`src/hw/rtl/itp_pkg.sv`:
```
// Shared constants, codes and types for the infix to postfix converter.
// No dependencies.
package itp_pkg;

  localparam int STACK_DEPTH = 16;
  localparam int VALUE_WIDTH = 32;
  localparam int SP_W        = $clog2(STACK_DEPTH);
  localparam int CNT_W       = $clog2(STACK_DEPTH + 1);
  localparam int ENTRY_W     = 3;

  // token kinds on the input channel
  localparam logic [2:0] TOK_NUM = 3'd0;
  localparam logic [2:0] TOK_OPR = 3'd1;
  localparam logic [2:0] TOK_LP  = 3'd2;
  localparam logic [2:0] TOK_RP  = 3'd3;
  localparam logic [2:0] TOK_END = 3'd4;

  // stack entry for a left parenthesis; operators are stored as their code
  localparam logic [ENTRY_W-1:0] ENT_LPAREN = 3'd4;

  // result kinds
  localparam logic [1:0] KIND_NUM = 2'd0;
  localparam logic [1:0] KIND_OPR = 2'd1;
  localparam logic [1:0] KIND_END = 2'd2;
  localparam logic [1:0] KIND_ERR = 2'd3;

  // error codes
  localparam logic [1:0] ERR_NONE     = 2'd0;
  localparam logic [1:0] ERR_OVERFLOW = 2'd1;
  localparam logic [1:0] ERR_UNMATCH  = 2'd2;

  typedef enum logic [2:0] {
    S_IDLE,
    S_NUM,
    S_OPR,
    S_LP,
    S_RP,
    S_END
  } state_t;

  typedef struct packed {
    logic               we;
    logic [SP_W-1:0]    waddr;
    logic [ENTRY_W-1:0] wdata;
    logic [SP_W-1:0]    raddr;
  } mem_req_t;

  typedef struct packed {
    logic [1:0]             kind;
    logic [1:0]             arith;
    logic [VALUE_WIDTH-1:0] value;
    logic [1:0]             err;
    logic                   last;
  } res_beat_t;

  // true when stacked entry must leave before incoming operator is pushed
  function automatic logic pops_before(input logic [ENTRY_W-1:0] stacked,
                                       input logic [1:0]         incoming);
    return (stacked != ENT_LPAREN) && (stacked[1] || !incoming[1]);
  endfunction

endpackage

```
`src/hw/rtl/itp_stack_mem.sv`:
```
// Operator stack RAM: one write port, one read port, registered read data.
// Depends on itp_pkg.
module itp_stack_mem import itp_pkg::*; (
  input  logic               clk,
  input  mem_req_t           req,
  output logic [ENTRY_W-1:0] rd_data
);

  logic [ENTRY_W-1:0] mem [STACK_DEPTH];

  always_ff @(posedge clk) begin
    if (req.we) begin
      mem[req.waddr] <= req.wdata;
    end
    rd_data <= mem[req.raddr];
  end

endmodule

```
`config.mk`:
```
export PLATFORM = sky130hd
export DESIGN_NAME = itp_stack_mem
export DESIGN_NICKNAME = d
export VERILOG_FILES = /design/src/hw/rtl/itp_pkg.sv /design/src/hw/rtl/itp_stack_mem.sv
export SDC_FILE = /design/constraint.sdc
export NUM_CORES = 1
export LEC_CHECK = 0
export BUFFER_PORTS_ARGS = -buffer_cell sky130_fd_sc_hd__buf_4
export CORE_ASPECT_RATIO = 0.6
export CORE_MARGIN = 2
export CORE_UTILIZATION = 55
export CTS_CLUSTER_SIZE = 8
export DETAILED_ROUTE_END_ITERATION = 12
export GPL_ROUTABILITY_DRIVEN = 0
export GPL_TIMING_DRIVEN = 0
export HOLD_SLACK_MARGIN = 0.15
export PLACE_DENSITY = 0.74
export SYNTH_ARGS = -nofsm -noshare
export SYNTH_HDL_FRONTEND = slang
export SYNTH_SLANG_ARGS = --single-unit
```
`constraint.sdc`:
```
create_clock -name clk -period 1.81 [get_ports clk]
set_input_delay 0.362 -clock clk [delete_from_list [all_inputs] [get_ports clk]]
set_output_delay 0.362 -clock clk [all_outputs]
set_load 0.02 [all_outputs]
```
### Word level (Yosys, flattened, before mapping)

Memory sizes are Yosys's and may differ from the RTL's. A register that Yosys moved wholly into a read port is not among the register bits.
Cells that the tools add are included.

* add/sub/neg operators: 0
* $mul: 0
* div/mod/pow operators: 0
* order comparisons: 0
* eq/ne operators: 0
* shifts and indexed selects: 0
* multiplexer cells: 2
* bitwise gates (word level): 0
* reduce and logical (&&, ||, !) cells: 0

Operators with widths (number)
* two-way mux 1 bit: 2

* flip-flop bits (word level): 0
* latch bits: 0
* RAM bits: 48
* memory bits (read-only): 0
* output and inout port bits: 3
* memories: 1

Memory list
* mem: depth 16, bits a word 3, rd ports 1, clocked after Yosys merged registers in 1, write ports 1, line itp_stack_mem.sv:9 `logic [ENTRY_W-1:0] mem [STACK_DEPTH];`

### Longest topological paths before layout

Gate-level depths: netlist of the first run.

* depth after elaboration: 2
* gate-level depth with buffers: 4

### Worst setup path before layout of the first run

No wires, ideal clock.

* kind: input-to-reg
* start point: input port req[9] (netlist name)
* end point: memory mem[0][0] (enable)
* library setup time: 345 ps
* arrival: 1135 ps
* data required time: 1465 ps
* setup slack: 330 ps
* stages: 2
* path buffers: 0
* cells stage by stage: or3b_2 > nor3_1

RTL lines
* from (decl): line itp_stack_mem.sv:5 `input mem_req_t req,`
* to (decl): line itp_stack_mem.sv:9

No word-level cell before the write port.

### Worst setup path after layout of the first run

* start point: input port req[9] (netlist name)
* end point: memory mem[0][0] (enable)

No word-level cell before the write port.

==> results of run 1 <==
## metrics by stage
stage / hold slack, ns / util [%] / total power, W / instance area [µm²] / std cells
2_1_floorplan: 0.461 / - / 0.00143 / 2010 / 103
3_5_place_dp: 0.650 / 64.5 / 0.00151 / 2180 / 163
4_1_cts: 0.339 / 67.5 / 0.00222 / 2280 / 170
3_3_place_gp: 0.635 / 64.5 / 0.00150 / 2180 / 163
6_report: 0.348 / 67.5 / 0.00221 / 2280 / 170
5_1_grt: 0.364 / 67.5 / 0.00228 / 2280 / 170
## registers in the layout, indices dropped and copies added, names as in the netlist
register / flops
mem: 48
rd_data: 3
## cell families after synthesis
| family | share of synthesized area, % |
|---|---|
| simple gates | 8.33 |
| flops | 74.6 |
| buf+inv | 0.746 |
| compound gates | 1.37 |
| mux | 14.9 |
## placed cells by master, fill, tap and decap left out
cell type,n
a22oi_1,2
a22oi_2,1
buf_4,15
buf_6,1
bufinv_16,1
clkbuf_1,2
clkbuf_8,5
dfxtp_1,3
edfxtp_1,48
mux4_1,8
mux4_2,4
nand2_1,4
nand2b_1,2
nand3_1,7
nand3b_1,2
nor2_1,13
nor2b_1,2
nor3_1,4
or3b_2,1
## layer usage
metal,GRT usage (%),routed length [µm]
met1,25.0,1540
met2,27.6,1450
met3,5.83,169
met4,5.83,35
met5,0,0
## synthesized netlist by cell type (all sizes together)
master  number  share of area (%)
a22oi        3                1.4
buf          1               0.56
clkbuf       1               0.19
dfxtp        3                3.0
edfxtp      48                 72
mux4        12                 15
nand2        4               0.75
nand2b       2               0.62
nand3        7                1.7
nand3b       2               0.75
nor2        13                2.4
nor2b        2               0.62
nor3         4                1.0
or3b         1               0.44
## final timing paths
kind                        startpoint                   to  depth (start not counted)
hold reg to reg   mem[11][0]$_DFFE_PP_   rd_data[0]$_DFF_P_                          3
setup reg to reg   mem[1][0]$_DFFE_PP_   rd_data[0]$_DFF_P_                          3
setup / recovery                req[9]  mem[0][0]$_DFFE_PP_                          3
hold / removal                  req[2]   rd_data[1]$_DFF_P_                          3
## power by group through the flow
stage          clock [W]  combinational (W)  sequential (W)
6_report        0.000729           0.000153         0.00132
4_1_cts         0.000742           0.000154         0.00133
5_1_grt         0.000785           0.000167         0.00133
3_5_place_dp           0           0.000154         0.00135
2_1_floorplan          0          0.0000698         0.00136
3_3_place_gp           0           0.000151         0.00135
## worst max-delay path, stage by stage
cell	delay [ns]
buf_4	0.12
or3b_2	0.52
nor3_1	0.46
## layout make-up
type / count / area (µm²) / share of cell area (%)
flip-flops and latches: 51 / 1500 / 65.8
multi-input cells: 50 / 495 / 21.7
repair buffers: 15 / 113 / 4.93
clock buffers: 6 / 72.6 / 3.18
well taps: 45 / 56.3 / 2.47
clock inverters: 1 / 30.0 / 1.32
plain buffers: 2 / 15.0 / 0.658
==> results.md, run 1 <==
- TritonCTS clock tree: yes
- Crit path time final: 1.52 ns
- Endpoints failing setup: 0
- Post-Route Skew: 0.00414 ns
- Worst-path clk slew: about 0.080 ns
- RSZ-0062 raised after global routing: false
- Critical Path RT: about 1.8 ns
- Logic pwr share: 6.9%
- Congestion Overflow GR: 0
- First-pass GRT wire length: 5000 µm
- Row Count: 16
- Crit end category: flip-flop
- Worst IR Drop VDD: roughly 0.00065 V
- Relative slew slack: 62.8%
- Yosys warns: 0
- Initial antenna violation count: 0
- CP max FO: 4
- H-Tree Depth: 2
- Die extent in x: 82.1 µm
- Num CTS Buffers: 5
- Post-Synthesis Cell Area: 0.00201 mm²
- Max Slew Vio Count: 0
- Outcome: complete, no violations
- Clock sinks: 51
- Synth cell types: 16
- Critical path type: in -> reg
- Core area: 0.00338 mm²
- DRT iter0 DRCs: 40
- Post-route clock period utilization: 84.0%
- Pre-CTS setup slack: -0.0294 ns
- P_int: 0.00179 W
- Reg2Reg Setup Slack: 0.39 ns
- Root buf cell: clkbuf_8
- CTS Hold Buffers Added: 0
- N_diodes: 0
- Vias post-DR: roughly 980
- Register bit total from synthesis: 51
- Flop pwr share: 60.0%
- Synth Instances: 103
- NetSw: 0.000414 W
- Hold Violations, Final: 0
- Routed Antenna Nets: 0
- Vert. Die Dim: 50.9 µm
- HPWL after detailed placement: 2320 µm
- Largest net degree at the start of global routing: 17
- Layout cell share with drive strength beyond 1: 22.4%
- Filler instances: 222
- Syn Nets: 116
- Power per Cell Area: 966 mW/mm²
- I/O Buffers: 15
- CTS Buffer Depth: 2
- First-pass detailed-route iteration total: 4
- Clock Latency Late Sink: 0.29 ns
- All-Layer GR Usage: 18.0%
- Post-cts resize count: 0
- DR vias/cell: 5.75
- Io pins: 16
- Setup Total Neg Slack: 0 ns
- Drt wl/cell: 18.8 µm
- Worst setup SP type: input port
- Share of the yosys chip area belonging to registers: roughly three quarters
- Vias in the first global route: 968
- Postcts setup bufs: 0
- Final WL: 3190 µm
- Transition time of the tightest slew-check pin: 0.553 ns
- Clock share of power: around a third
- Max cap viols: 0
- Syn-to-layout area delta: 13.5%
- Mapped Avg Cell Area: 19.5 µm²
- Die area: 0.00417 mm²
- Switching Share: between 10% and 20%
- # nets final: between 100 and 150
- Slack of the critical path: a little under 0.3 ns
- Critical Path AT: 1.46 ns
- HP Class: in -> reg
- Leakage power: 0.762 nW
- DRC: 0
- Initial Utilization: 59.5%
- Max Clk Rate: 658 MHz
Note: power is estimated with default switching activity, not from simulation.
==> inputs of run 2 (changes only) <==
Clock period 1.81 ns to 1.4 ns, I/O delays scaled along.
==> results.md, run 2 (synthesized netlist as in run 1, its figures left out) <==
- Largest regs: mem x48, rd_data x3 (unchanged)
- DRT iter0 DRCs: 64 (was 40)
- Met2 wire length: 1470 µm (was 1450 µm)
- Logic pwr share: 7.1% (was 6.9%)
- Peak per-stage delay on the critical path: 0.51 ns (was 0.52 ns)
- Num CTS Buffers: 5 (unchanged)
- Crit Reg-Reg Endpoint: rd_data[2]$_DFF_P_ (was rd_data[0]$_DFF_P_)
- Worst setup SP type: flip-flop (was input port)
- Vias in the first global route: 978 (was 968)
- Crit path time final: between 1 and 1.5 ns
- Syn-to-layout area delta: 13.9% (was 13.5%)
- CP delay by family, top: multiplexers (was simple AND/OR/NAND/NOR gates)
- Slack of the critical path: 0.0767 ns (was 0.290 ns)
- Congestion Overflow GR: 0 (unchanged)
- DR vias/cell: 5.79 (was 5.75)
- Biggest register: mem (unchanged)
- Vert. Die Dim: 50.9 µm (unchanged)
- WL met1: 1400 µm (was 1540 µm)
- Most frequent cells in the layout: 48 x edfxtp_1, 15 x buf_4, 13 x nor2_1, 7 x nand3_1 (was 48 x edfxtp_1, 15 x buf_4, 13 x nor2_1, 8 x mux4_1, 7 x nand3_1)
- Postcts setup bufs: 0 (unchanged)
- Pre-CTS setup slack: -0.357 ns (was -0.0294 ns)
- N_diodes: 0 (unchanged)
- Clock share of power: 33.0% (about the same)
- Switching Share: 18.9% (was 18.8%)
- TritonCTS clock tree: yes (unchanged)
- Outcome: complete, no violations (unchanged)
- DRC: 0 (unchanged)
- Min Hold Slack: 0.263 ns (was 0.348 ns)
- Leakage power: 0.756 nW (was 0.762 nW)
- Die area: 0.00417 mm² (unchanged)
- Highest Signal Layer: met4 (unchanged)
- Transition time of the tightest slew-check pin: 0.549 ns (was 0.553 ns)
- Vias post-DR: 984 (was 978)
- Flop pwr share: 59.9% (was 60.0%)
- Post-route clock period utilization: 94.5%
- Core area: 0.00338 mm² (unchanged)
- Hold Violations, Final: 0 (unchanged)
- Root buf cell: clkbuf_8 (unchanged)
- Crit end category: flip-flop (unchanged)
- Worst R2R Start: mem[1][2]$_DFFE_PP_ (was mem[1][0]$_DFFE_PP_)
- Max reg flops: 48 (unchanged)
- Max Slew Vio Count: 0 (unchanged)
- Power per Cell Area: 1250 mW/mm² (was 966 mW/mm²)
- Endpoints failing setup: 0 (unchanged)
- Slowest library cell on the worst path: mux4_2 (was or3b_2)
- Most common cell after layout, fill and taps aside: edfxtp_1 (unchanged)
- Max Clk Rate: around 760 MHz
- Hold path endpoint: rd_data[1]$_DFF_P_ (unchanged)
- CP max FO: 1 (was 4)
- Initial antenna violation count: 0 (unchanged)
- Critical Path Stages: 3 (unchanged)
- RSZ-0062 raised after global routing: false (unchanged)
- Worst-path clk slew: 0.08 ns (about the same)
- Max cap viols: 0 (unchanged)
- I/O Buffers: 15 (unchanged)
- HPWL after detailed placement: 2320 µm (unchanged)
- P_int: 0.00232 W (was 0.00179 W)
- Row Count: 16 (unchanged)
- Reg2Reg Setup Slack: 0.08 ns (was 0.39 ns)
- H-Tree Depth: 2 (unchanged)
- CTS Buffer Depth: 2 (unchanged)
- First-pass GRT wire length: 5060 µm (was 5000 µm)
- Finished Layout Cells: 170 (unchanged)
- Critical Path AT: 1.51 ns (was 1.46 ns)
- Io pins: 16 (unchanged)
- Worst Path Buf+Inv: 0 (was 1)
- Routed Antenna Nets: 0 (unchanged)
- Layout cell share with drive strength beyond 1: 26.4% (was 22.4%)
- Initial Utilization: 59.5% (unchanged)
- Placed cell count: 163 (unchanged)
- Largest net degree at the start of global routing: 17 (unchanged)
- CP startpoint: mem[1][2]$_DFFE_PP_ (was req[9])
- Die extent in x: 82.1 µm (unchanged)
- HP Class: in -> reg (unchanged)
- Worst-case reg-to-reg path depth: 3 (unchanged)
- NetSw: 0.000539 W (was 0.000414 W)
- Critical Path RT: 1.58 ns (was 1.75 ns)
- Hold Startpoint: req[2] (unchanged)
- CTS Hold Buffers Added: 0 (unchanged)
- Final WL: 3230 µm (was 3190 µm)
- Post-Route Skew: 0.00590 ns (was 0.00414 ns)
- # nets final: 138 (unchanged)
- WL met3: 317 µm (was 169 µm)
- Critical path type: reg -> reg (was in -> reg)
- All-Layer GR Usage: 18.2% (was 18.0%)
- Clock Latency Late Sink: 0.30 ns (was 0.29 ns)
- Hold Path Depth: 3 (unchanged)
- Worst IR Drop VDD: 0.000822 V (was 0.000645 V)
- Total power: 0.00286 W (was 0.00221 W)
- Post-cts resize count: 3 (was 0)
- First-pass detailed-route iteration total: 4 (unchanged)
- Relative slew slack: 63.1% (was 62.8%)
- Drt wl/cell: 19.0 µm (was 18.8 µm)
- Clock sinks: 51 (unchanged)
- Finished Core Util: 67.7% (was 67.5%)
- Crit-path cells: mux4_2 > a22oi_2 > nand3_1 (was buf_4 > or3b_2 > nor3_1)
==> run 2: final cells by class <==
class	instances	area [µm²]
timing repair buffer	15	113
tap	45	56.3
sequential	51	1500
fill	223	1090
multi-input combinational	50	503
clock buffer	6	72.6
buffer	2	15.0
clock inverter	1	30.0
==> run 2: power by group through the flow <==
stage / Clock (W) / Sequential, W / Combinational (W)
after detailed placement: 0 / 0.00175 / 0.000199
after floorplan: 0 / 0.00176 / 0.0000902
after global placement: 0 / 0.00175 / 0.000195
after global routing: 0.00101 / 0.00172 / 0.000223
after CTS: 0.000960 / 0.00171 / 0.000203
final: 0.000943 / 0.00171 / 0.000204
==> run 2: how the worst max path moves through the flow <==
| stage | endpoint |
|---|---|
| 6_report | rd_data[2]$_DFF_P_ |
| 5_1_grt | rd_data[1]$_DFF_P_ |
| 4_1_cts | rd_data[0]$_DFF_P_ |
| 3_5_place_dp | mem[0][0]$_DFFE_PP_ |
| 3_3_place_gp | mem[0][2]$_DFFE_PP_ |
| 2_1_floorplan | mem[0][0]$_DFFE_PP_ |
==> run 2: metrics by stage <==
| stage | cell area (µm²) | setup TNS (ns) |
|---|---|---|
| detailed placement | 2180 | -2.69 |
| global route | 2290 | 0 |
| floorplan | 2010 | 0 |
| CTS | 2290 | 0 |
| finish | 2290 | 0 |
| global placement | 2180 | -2.08 |
==> run 2: worst reg2reg max path: stages (launching register included) <==
cell and delay (ns):
edfxtp_1 0.39, mux4_2 0.51, a22oi_2 0.21, nand3_1 0.10
==> run 2: metal layers <==
| layer | vias to the layer above | track usage [%] |
|---|---|---|
| met5 | - | 0 |
| met4 | 0 | 5.83 |
| met3 | 5 | 5.83 |
| met2 | 34 | 27.6 |
| met1 | 486 | 25.7 |
| li1 | 459 | - |
